**config.mk**
```make
export PLATFORM = sky130hd
export DESIGN_NAME = ip_subnet_host_hit_ranker
export DESIGN_NICKNAME = d
export VERILOG_FILES = /design/src/rtl/core/ipshh_pkg.sv /design/src/rtl/core/ip_subnet_host_hit_ranker.sv /design/src/rtl/core/ipshh_front.sv /design/src/rtl/core/ipshh_back.sv
export SDC_FILE = /design/constraint.sdc
export NUM_CORES = 2
export LEC_CHECK = 0
export BUFFER_PORTS_ARGS = -buffer_cell sky130_fd_sc_hd__buf_2
export CAP_MARGIN = 20
export CORE_UTILIZATION = 65
export CTS_CLUSTER_SIZE = 40
export DETAILED_ROUTE_END_ITERATION = 8
export PLACE_DENSITY = 0.82
export SLEW_MARGIN = 20
export SYNTH_ARGS = -nofsm -noshare
export SYNTH_HDL_FRONTEND = slang
export SYNTH_HIERARCHICAL = 1
export SYNTH_SLANG_ARGS = --single-unit
```
**constraint.sdc**
```tcl
create_clock -name i_clk -period 8.1 [get_ports i_clk]
set_clock_uncertainty 0.15 [all_clocks]
set_input_delay 0.81 -clock i_clk [delete_from_list [all_inputs] [get_ports i_clk]]
set_output_delay 0.81 -clock i_clk [all_outputs]
set_load 0.01 [all_outputs]
```
**src/rtl/core/ipshh_pkg.sv**
```systemverilog
// ----------------------------------------------------------------------------
// ipshh_pkg: shared record type for the subnet/host hit ranker
// Holds the queued transaction format passed between front and back.
// ----------------------------------------------------------------------------
package ipshh_pkg;

    typedef struct packed {
        logic [15:0] net_key;
        logic [15:0] host_lo;
        logic        eol;
    } t_rec;

endpackage

```
**src/rtl/core/ip_subnet_host_hit_ranker.sv**
```systemverilog
// ----------------------------------------------------------------------------
// ip_subnet_host_hit_ranker: IPv4 network and host hit ranker
// Counts hits per network and host, reports the busiest at end of log.
// ----------------------------------------------------------------------------
// channel   direction  handshake         payload
// input     in         i_valid/o_stall   i_addr_octet_a..d, i_end_of_log
// result    out        o_valid/i_stall   o_entry_kind .. o_last_result
//
// A record is searched in the network table and then the host table, one
// table entry per cycle, and then counted. At end of log the back end scans
// for the busiest network and reports every network at that count, then
// does the same for hosts. A stalled result holds the back end, and the
// input stalls once the two-entry queue is full. Synchronous active-low
// reset empties the tables at once.
// ----------------------------------------------------------------------------
module ip_subnet_host_hit_ranker
    import ipshh_pkg::*;
#(
    parameter int NETWORK_ENTRIES = 16,
    parameter int HOST_ENTRIES    = 32,
    parameter int COUNT_BITS      = 16
) (
    input  logic        i_clk,
    input  logic        i_rst_n,
    input  logic        i_valid,
    output logic        o_stall,
    input  logic [7:0]  i_addr_octet_a,
    input  logic [7:0]  i_addr_octet_b,
    input  logic [7:0]  i_addr_octet_c,
    input  logic [7:0]  i_addr_octet_d,
    input  logic        i_end_of_log,
    output logic        o_valid,
    input  logic        i_stall,
    output logic        o_entry_kind,
    output logic [7:0]  o_out_octet_a,
    output logic [7:0]  o_out_octet_b,
    output logic [7:0]  o_out_octet_c,
    output logic [7:0]  o_out_octet_d,
    output logic [15:0] o_hit_count,
    output logic        o_table_overflowed,
    output logic        o_last_result
);
    logic w_qv, w_pop;
    t_rec w_rec;

    ipshh_front u_front (
        .i_clk, .i_rst_n, .i_valid, .o_stall,
        .i_addr_octet_a, .i_addr_octet_b, .i_addr_octet_c, .i_addr_octet_d,
        .i_end_of_log,
        .o_q_valid(w_qv), .o_q_rec(w_rec), .i_q_pop(w_pop)
    );

    ipshh_back #(
        .NETWORK_ENTRIES(NETWORK_ENTRIES),
        .HOST_ENTRIES(HOST_ENTRIES),
        .COUNT_BITS(COUNT_BITS)
    ) u_back (
        .i_clk, .i_rst_n,
        .i_q_valid(w_qv), .i_q_rec(w_rec), .o_q_pop(w_pop),
        .o_valid, .i_stall, .o_entry_kind,
        .o_out_octet_a, .o_out_octet_b, .o_out_octet_c, .o_out_octet_d,
        .o_hit_count, .o_table_overflowed, .o_last_result
    );
endmodule

```
**src/rtl/core/ipshh_front.sv**
```systemverilog
// ----------------------------------------------------------------------------
// ipshh_front: input stage and record queue
// Accepts transactions, packs the key fields and queues them for the back end.
// ----------------------------------------------------------------------------
module ipshh_front
    import ipshh_pkg::*;
(
    input  logic        i_clk,
    input  logic        i_rst_n,
    input  logic        i_valid,
    output logic        o_stall,
    input  logic [7:0]  i_addr_octet_a,
    input  logic [7:0]  i_addr_octet_b,
    input  logic [7:0]  i_addr_octet_c,
    input  logic [7:0]  i_addr_octet_d,
    input  logic        i_end_of_log,
    output logic        o_q_valid,
    output t_rec        o_q_rec,
    input  logic        i_q_pop
);
    t_rec       r_q [2];
    logic [1:0] r_cnt, n_cnt;
    logic       r_wp, r_rp;
    logic       w_push;

    assign o_stall   = (r_cnt == 2'd2);
    assign w_push    = i_valid && !o_stall;
    assign o_q_valid = (r_cnt != 2'd0);
    assign o_q_rec   = r_q[r_rp];

    always_comb begin
        n_cnt = r_cnt;
        if (w_push && !(i_q_pop && o_q_valid)) n_cnt = r_cnt + 2'd1;
        else if (!w_push && i_q_pop && o_q_valid) n_cnt = r_cnt - 2'd1;
    end

    always_ff @(posedge i_clk) begin
        if (!i_rst_n) begin
            r_cnt <= 2'd0;
            r_wp  <= 1'b0;
            r_rp  <= 1'b0;
        end else begin
            r_cnt <= n_cnt;
            if (w_push) r_wp <= !r_wp;
            if (i_q_pop && o_q_valid) r_rp <= !r_rp;
        end
        if (w_push) begin
            r_q[r_wp] <= '{net_key: {i_addr_octet_a, i_addr_octet_b},
                           host_lo: {i_addr_octet_c, i_addr_octet_d},
                           eol:     i_end_of_log};
        end
    end
endmodule

```
**src/rtl/core/ipshh_back.sv**
```systemverilog
// ----------------------------------------------------------------------------
// ipshh_back: table search, counting and report sequencer
// Scans tables one entry per cycle, counts hits and emits the ranked report.
// ----------------------------------------------------------------------------
module ipshh_back
    import ipshh_pkg::*;
#(
    parameter int NETWORK_ENTRIES = 16,
    parameter int HOST_ENTRIES    = 32,
    parameter int COUNT_BITS      = 16
) (
    input  logic        i_clk,
    input  logic        i_rst_n,
    input  logic        i_q_valid,
    input  t_rec        i_q_rec,
    output logic        o_q_pop,
    output logic        o_valid,
    input  logic        i_stall,
    output logic        o_entry_kind,
    output logic [7:0]  o_out_octet_a,
    output logic [7:0]  o_out_octet_b,
    output logic [7:0]  o_out_octet_c,
    output logic [7:0]  o_out_octet_d,
    output logic [15:0] o_hit_count,
    output logic        o_table_overflowed,
    output logic        o_last_result
);
    localparam int NW = $clog2(NETWORK_ENTRIES);
    localparam int HW = $clog2(HOST_ENTRIES);
    localparam int NC = $clog2(NETWORK_ENTRIES + 1);
    localparam int HC = $clog2(HOST_ENTRIES + 1);
    localparam logic [COUNT_BITS-1:0] CMAX = '1;

    localparam logic [3:0] S_IDLE  = 4'd0, S_NSRCH = 4'd1, S_HSRCH = 4'd2,
                           S_UPD   = 4'd3, S_NMAX  = 4'd4, S_HMAX  = 4'd5,
                           S_NRPT  = 4'd6, S_HRPT  = 4'd7, S_EMIT  = 4'd8,
                           S_HRD   = 4'd9;

    logic [15:0]           r_nkey [NETWORK_ENTRIES];
    logic [COUNT_BITS-1:0] r_ncnt [NETWORK_ENTRIES];
    logic [NW-1:0]         r_hnet [HOST_ENTRIES];
    logic [15:0]           r_hlo  [HOST_ENTRIES];
    logic [COUNT_BITS-1:0] r_hcnt [HOST_ENTRIES];

    logic [3:0]            r_st, r_ret;
    logic [NC-1:0]         r_nused;
    logic [HC-1:0]         r_hused;
    logic                  r_ovf;
    t_rec                  r_rec;
    logic [NC-1:0]         r_ni;
    logic [HC-1:0]         r_hi;
    logic                  r_nnew, r_hnew;
    logic [COUNT_BITS-1:0] r_best;
    logic [NC-1:0]         r_n;
    logic [HC-1:0]         r_i;

    // pending result held until the next one is found, so the last one can be marked
    logic                  r_pv;
    logic                  r_pkind;
    logic [31:0]           r_paddr;

    // held candidate result
    logic                  r_hkind_q;
    logic [31:0]           r_haddr_q;
    logic [15:0]           r_hbest_q;

    logic [15:0]           w_cnt16;
    logic                  w_nfull, w_hfull;

    assign o_q_pop = (r_st == S_IDLE) && i_q_valid;
    assign w_cnt16 = (COUNT_BITS > 16 && r_best > COUNT_BITS'(16'hFFFF)) ?
                     16'hFFFF : 16'(r_best);
    assign w_nfull = (r_nused == NC'(NETWORK_ENTRIES));
    assign w_hfull = (r_hused == HC'(HOST_ENTRIES));

    always_ff @(posedge i_clk) begin
        if (!i_rst_n) begin
            r_st    <= S_IDLE;
            r_nused <= '0;
            r_hused <= '0;
            r_ovf   <= 1'b0;
            r_pv    <= 1'b0;
            o_valid <= 1'b0;
        end else begin
            // the emit state drives o_valid itself whenever the output is free
            if (o_valid && !i_stall && r_st != S_EMIT) o_valid <= 1'b0;
            unique case (r_st)
                S_IDLE: begin
                    if (i_q_valid) begin
                        r_rec  <= i_q_rec;
                        r_ni   <= '0;
                        r_nnew <= 1'b1;
                        r_st   <= S_NSRCH;
                    end
                end
                S_NSRCH: begin
                    if (r_ni == r_nused) begin
                        if (w_nfull) begin
                            r_ovf <= 1'b1;
                            r_st  <= S_NMAX;
                        end else begin
                            r_hi   <= r_hused;
                            r_hnew <= 1'b1;
                            r_st   <= S_HSRCH;
                        end
                    end else if (r_nkey[r_ni[NW-1:0]] == r_rec.net_key) begin
                        r_nnew <= 1'b0;
                        r_hi   <= '0;
                        r_hnew <= 1'b1;
                        r_st   <= S_HSRCH;
                    end else begin
                        r_ni <= r_ni + NC'(1);
                    end
                end
                S_HSRCH: begin
                    if (r_nnew || r_hi == r_hused) begin
                        if (w_hfull) begin
                            r_ovf <= 1'b1;
                            r_st  <= S_NMAX;
                        end else begin
                            r_hi <= r_hused;
                            r_st <= S_UPD;
                        end
                    end else if (r_hnet[r_hi[HW-1:0]] == r_ni[NW-1:0]
                                 && r_hlo[r_hi[HW-1:0]] == r_rec.host_lo) begin
                        r_hnew <= 1'b0;
                        r_st   <= S_UPD;
                    end else begin
                        r_hi <= r_hi + HC'(1);
                    end
                end
                S_UPD: begin
                    if (r_nnew) begin
                        r_nkey[r_ni[NW-1:0]] <= r_rec.net_key;
                        r_ncnt[r_ni[NW-1:0]] <= COUNT_BITS'(1);
                        r_nused <= r_nused + NC'(1);
                    end else if (r_ncnt[r_ni[NW-1:0]] != CMAX) begin
                        r_ncnt[r_ni[NW-1:0]] <= r_ncnt[r_ni[NW-1:0]] + COUNT_BITS'(1);
                    end
                    if (r_hnew) begin
                        r_hnet[r_hi[HW-1:0]] <= r_ni[NW-1:0];
                        r_hlo[r_hi[HW-1:0]]  <= r_rec.host_lo;
                        r_hcnt[r_hi[HW-1:0]] <= COUNT_BITS'(1);
                        r_hused <= r_hused + HC'(1);
                    end else if (r_hcnt[r_hi[HW-1:0]] != CMAX) begin
                        r_hcnt[r_hi[HW-1:0]] <= r_hcnt[r_hi[HW-1:0]] + COUNT_BITS'(1);
                    end
                    r_st <= S_NMAX;
                end
                S_NMAX: begin
                    // entered from count or drop; only the end of a log reports
                    if (!r_rec.eol) begin
                        r_st <= S_IDLE;
                    end else begin
                        r_best <= '0;
                        r_n    <= '0;
                        r_st   <= S_HMAX;
                        r_ret  <= S_NMAX;
                    end
                end
                S_HMAX: begin
                    // r_ret tells which table's max scan this is
                    if (r_ret == S_NMAX) begin
                        if (r_n == r_nused) begin
                            r_n  <= '0;
                            r_st <= S_NRPT;
                        end else begin
                            if (r_ncnt[r_n[NW-1:0]] > r_best) r_best <= r_ncnt[r_n[NW-1:0]];
                            r_n <= r_n + NC'(1);
                        end
                    end else begin
                        if (r_i == r_hused) begin
                            r_n  <= '0;
                            r_i  <= '0;
                            r_st <= S_HRPT;
                        end else begin
                            if (r_hcnt[r_i[HW-1:0]] > r_best) r_best <= r_hcnt[r_i[HW-1:0]];
                            r_i <= r_i + HC'(1);
                        end
                    end
                end
                S_NRPT: begin
                    if (r_n == r_nused) begin
                        r_best <= '0;
                        r_i    <= '0;
                        r_ret  <= S_HMAX;
                        r_st   <= S_HMAX;
                    end else begin
                        if (r_ncnt[r_n[NW-1:0]] == r_best) begin
                            r_pkind <= 1'b0;
                            r_paddr <= {r_nkey[r_n[NW-1:0]], 16'h0};
                            r_ret   <= S_NRPT;
                            r_st    <= S_EMIT;
                        end
                        r_n <= r_n + NC'(1);
                    end
                end
                S_HRPT: begin
                    if (r_n == r_nused) begin
                        // flush the held result as the final one
                        if (r_pv) begin
                            r_ret <= S_HRD;
                            r_st  <= S_EMIT;
                        end else begin
                            r_nused <= '0;
                            r_hused <= '0;
                            r_st    <= S_IDLE;
                        end
                    end else if (r_i == r_hused) begin
                        r_i <= '0;
                        r_n <= r_n + NC'(1);
                    end else begin
                        if (r_hnet[r_i[HW-1:0]] == r_n[NW-1:0]
                            && r_hcnt[r_i[HW-1:0]] == r_best) begin
                            r_pkind <= 1'b1;
                            r_paddr <= {r_nkey[r_n[NW-1:0]], r_hlo[r_i[HW-1:0]]};
                            r_ret   <= S_HRPT;
                            r_st    <= S_EMIT;
                        end
                        r_i <= r_i + HC'(1);
                    end
                end
                S_EMIT: begin
                    // r_pkind/r_paddr hold the new candidate unless flushing
                    if (!o_valid || !i_stall) begin
                        if (r_ret == S_HRD) begin
                            o_valid       <= 1'b1;
                            o_last_result <= 1'b1;
                            r_pv          <= 1'b0;
                            r_nused       <= '0;
                            r_hused       <= '0;
                            r_st          <= S_IDLE;
                        end else begin
                            o_valid       <= r_pv;
                            o_last_result <= 1'b0;
                            r_pv          <= 1'b1;
                            r_st          <= r_ret;
                        end
                        if (r_ret != S_HRD) begin
                            o_entry_kind  <= r_hkind_q;
                            o_out_octet_a <= r_haddr_q[31:24];
                            o_out_octet_b <= r_haddr_q[23:16];
                            o_out_octet_c <= r_haddr_q[15:8];
                            o_out_octet_d <= r_haddr_q[7:0];
                            o_hit_count   <= r_hbest_q;
                            r_hkind_q     <= r_pkind;
                            r_haddr_q     <= r_paddr;
                            r_hbest_q     <= w_cnt16;
                        end else begin
                            o_entry_kind  <= r_hkind_q;
                            o_out_octet_a <= r_haddr_q[31:24];
                            o_out_octet_b <= r_haddr_q[23:16];
                            o_out_octet_c <= r_haddr_q[15:8];
                            o_out_octet_d <= r_haddr_q[7:0];
                            o_hit_count   <= r_hbest_q;
                        end
                        o_table_overflowed <= r_ovf;
                    end
                end
                default: r_st <= S_IDLE;
            endcase
        end
    end
endmodule
```
==> metrics.md <==
| Metric | Value |
|---|---|
| Die width | ~380 microns |
| Sequential fraction of the synthesis area | 0.6526 |
| Clock share of power | 0.374 |
| Pwr dens | 239.2 nW/um^2 |
| Initial Utilization | 0.6567 |
| Htree depth | 4 |
| Clk buf depth | 3 |
| Synth Flop Type | edfxtp_1 |
| CP Data Arrival Time | between 6 and 7 ns |
| GR Overflow Total | 0 |
| Root Driver | clkbuf_16 |
| Area Growth Syn to Fin | 10.59% |
| Post-route cell area | 100100 sq um |
| Worst EP required | 8.42 ns |
| Max Freq | roughly 160 MHz |
| Synthesis Warnings | 6 |
| Placement Setup Slack | 2.008 ns |
| Final min period | 6.334 ns |
| Number of remaining DRC errors | 0 |
| Post-Syn Area | 90520 sq um |
| Syn nets | 4495 |
| Post-Place Cells | 6145 |
| CTS hold repair buffers | 4 |
| Reg power frac | 0.500 |
| Initial antenna violation count | 10 |
| Largest net degree at the start of global routing | between 150 and 200 |
| Via count | 50330 |
| Critical-path cell list | buf_12 > mux4_2 > mux4_2 > mux2_2 > ha_1 > nand4_1 > nor4_1 > nand3b_1 > nor4_1 > o21a_2 > buf_4 |
| Layout Cells excl Fill | 6508 |
| Most frequent cells in the layout | 1940 x edfxtp_1, 953 x mux4_2, 200 x clkbuf_16 |
| Most common cell after layout, fill and taps aside | edfxtp_1 |
| CP max stage delay | 1.09 ns |
| Vias per inst | 7.734 |
| M2 GR Usage | 0.5378 |
| TritonCTS clock tree | built |
| Buf/Inv on CP | 2 |
| Outcome | finished clean |
| Worst hold start | i_addr_octet_c[2] |
| Clk slew on worst S/H paths | 0.06 ns |
| Detailed placement HPWL | 134100 microns |
| Fillers | between 7000 and 8000 |
| Post-synthesis async set-or-reset flop share | 0 |
| Unrepaired setup endpoints after global routing | no |
| Cell area after placement | about 94000 sq um |
| GR met1 Demand/Resource | 0.4856 |
| Critical path class | reg -> reg |
| Core Util, Final | 0.7263 |
| EDFF count, synth | 1940 |
| Cell Rows | 136 |
| Hold Slack | roughly 0.038 ns |
| Drt pass-1 iters | 8 |
| Fin. max-slew vios | 0 |
| M3 GR Usage | 0.07644 |
| Netlist cell types | 82 |
| P_int | 18.05 mW |
| Worst Tran Pin Value | 1.260 ns |
| Slowest cell on the critical path | dfxtp_4 |
| Total CTS buffers | 192 |
| I/O pin cnt | 90 |
| Syn Inst Count | 4410 |
| Worst hold path type | in -> reg |
| Critical path fanouts, max | 66 |
| Number of global-route vias before repair | 51130 |
| Worst setup EP type | register |
| Final setup fails | 0 |
| Max IR drop VDD | roughly 0.00022 V |
| Post-CTS Resized | 0 |
| WL final | 242200 microns |
| CTS Sinks | 1981 |
| Worst Setup Start Kind | register |
| Switching share of total power | 0.2463 |
| Psw | 5.898 mW |
| Tot Pwr | 23.94 mW |
| Final Hold Viols | 0 |
| Drt initial violations | roughly 8400 |
| Setup ws final | 1.766 ns |
| Die area | 140800 sq um |
| Combinational cell fraction of total power | 0.126 |
| Port bufs | 89 |
| Period utilization | 0.7820 |
| Core Area | 137800 sq um |
| Gr usage total | 0.3487 |
| Gp weighted congestion | 0.8553 |
| Total leakage power | a little over 30 nW |
| Synth Area per Inst | 20.53 sq um |
| Routed Antenna Nets | 0 |
| Slew HR | 0.1581 |
| Share of cells above drive strength 1 | 0.3603 |
| Setup TNS | 0 ns |
| Die Y | roughly 380 microns |
| Flops & latches, synth | 1981 |
| WL/cell | between 30 and 40 microns |
| Crit path max-delay family | simple AND/OR/NAND/NOR gates |
| Max capacitance violation total | 0 |
| First-pass GRT wire length | 349000 microns |
| Post-CTS setup buffers | 0 |
| GRT busiest layer | met2 |
| Clock Latency Late Sink | 0.84 ns |
| Nets | 4641 |
-- sequential cells by signal, indices dropped and copies added (netlist names), 16 cells and up, named ones only --
register,flops
u_back/r_hcnt,512
u_back/r_hlo,512
u_back/r_ncnt,256
u_back/r_nkey,256
u_back/r_hnet,128
u_front/r_q,66
u_back/r_rec,33
u_back/r_haddr_q,32
u_back/r_paddr,32
u_back/o_hit_count,16
u_back/r_best,16
u_back/r_hbest_q,16
-- per-layer routing --
| metal | routed length [microns] | up-vias |
|---|---|---|
| met5 | 0 | - |
| met4 | 12550 | 0 |
| met3 | 31690 | 745 |
| met2 | 115200 | 4195 |
| met1 | 82740 | 26180 |
| li1 | - | 19220 |
-- layout make-up --
class	count	area, sq um	area share
inverter	44	165.2	0.001650
clock buffer	239	5201	0.05196
timing repair buffer	257	2039	0.02037
multi-input combinational	2080	30270	0.3024
antenna	4	10.01	0.00009999
clock inverter	109	1039	0.01037
sequential	1981	59140	0.5907
tap	1794	2245	0.02242
-- worst paths after layout --
kind | endpoint | slack, ns | cells after the start
min | u_front/r_q[1][11] | 0.04 | 1
max reg2reg | u_back/r_paddr[21] | 1.77 | 11
min reg2reg | u_back/r_haddr_q[6] | 0.27 | 0
max | u_back/r_paddr[21] | 1.77 | 11
-- power groups by stage --
stage	combinational [mW]	clock, mW	sequential, mW
after detailed placement	2.95	0	12.2
after global routing	3.17	9.37	12.0
after floorplan	2.50	0	11.8
after global placement	2.91	0	12.2
final	3.02	8.95	12.0
after CTS	2.99	9.00	12.0
-- kinds of logic (layout without fill, tap and decap cells) --
| kind of cell | after synthesis | count (layout) | synth area share |
|---|---|---|---|
| AOI/OAI and AO/OA | 217 | 217 | 0.01700 |
| xor gates and xnor gates | 125 | 125 | 0.01209 |
| buffers and inverters | 349 | 649 | 0.01906 |
| and+or+nand+nor | 516 | 516 | 0.02998 |
| other | 0 | 4 | 0 |
| DFF | 1981 | 1981 | 0.6526 |
| muxes | 1174 | 1174 | 0.2626 |
| adders and majority gates | 48 | 48 | 0.006635 |
-- cells in the mapped netlist, drive strengths merged, types with 18 or more instances --
cell / instances / area share
edfxtp: 1940 / 0.64
mux4: 953 / 0.24
buf: 182 / 0.012
nor2: 168 / 0.0070
mux2i: 155 / 0.017
clkbuf: 123 / 0.0051
nand2: 74 / 0.0031
xnor2: 70 / 0.0068
mux2: 66 / 0.0083
xor2: 55 / 0.0053
ha: 48 / 0.0066
nand3: 48 / 0.0027
o22ai: 47 / 0.0032
inv: 44 / 0.0018
dfxtp: 41 / 0.0091
nor4b: 29 / 0.0028
o21ai: 29 / 0.0016
and3: 28 / 0.0019
nor4: 28 / 0.0021
a21oi: 27 / 0.0015
nor2b: 26 / 0.0018
a22oi: 20 / 0.0017
nand4: 20 / 0.0014
nor3: 20 / 0.0013
and2: 18 / 0.0012
No activity file was read; power rests on OpenSTA's default activity.
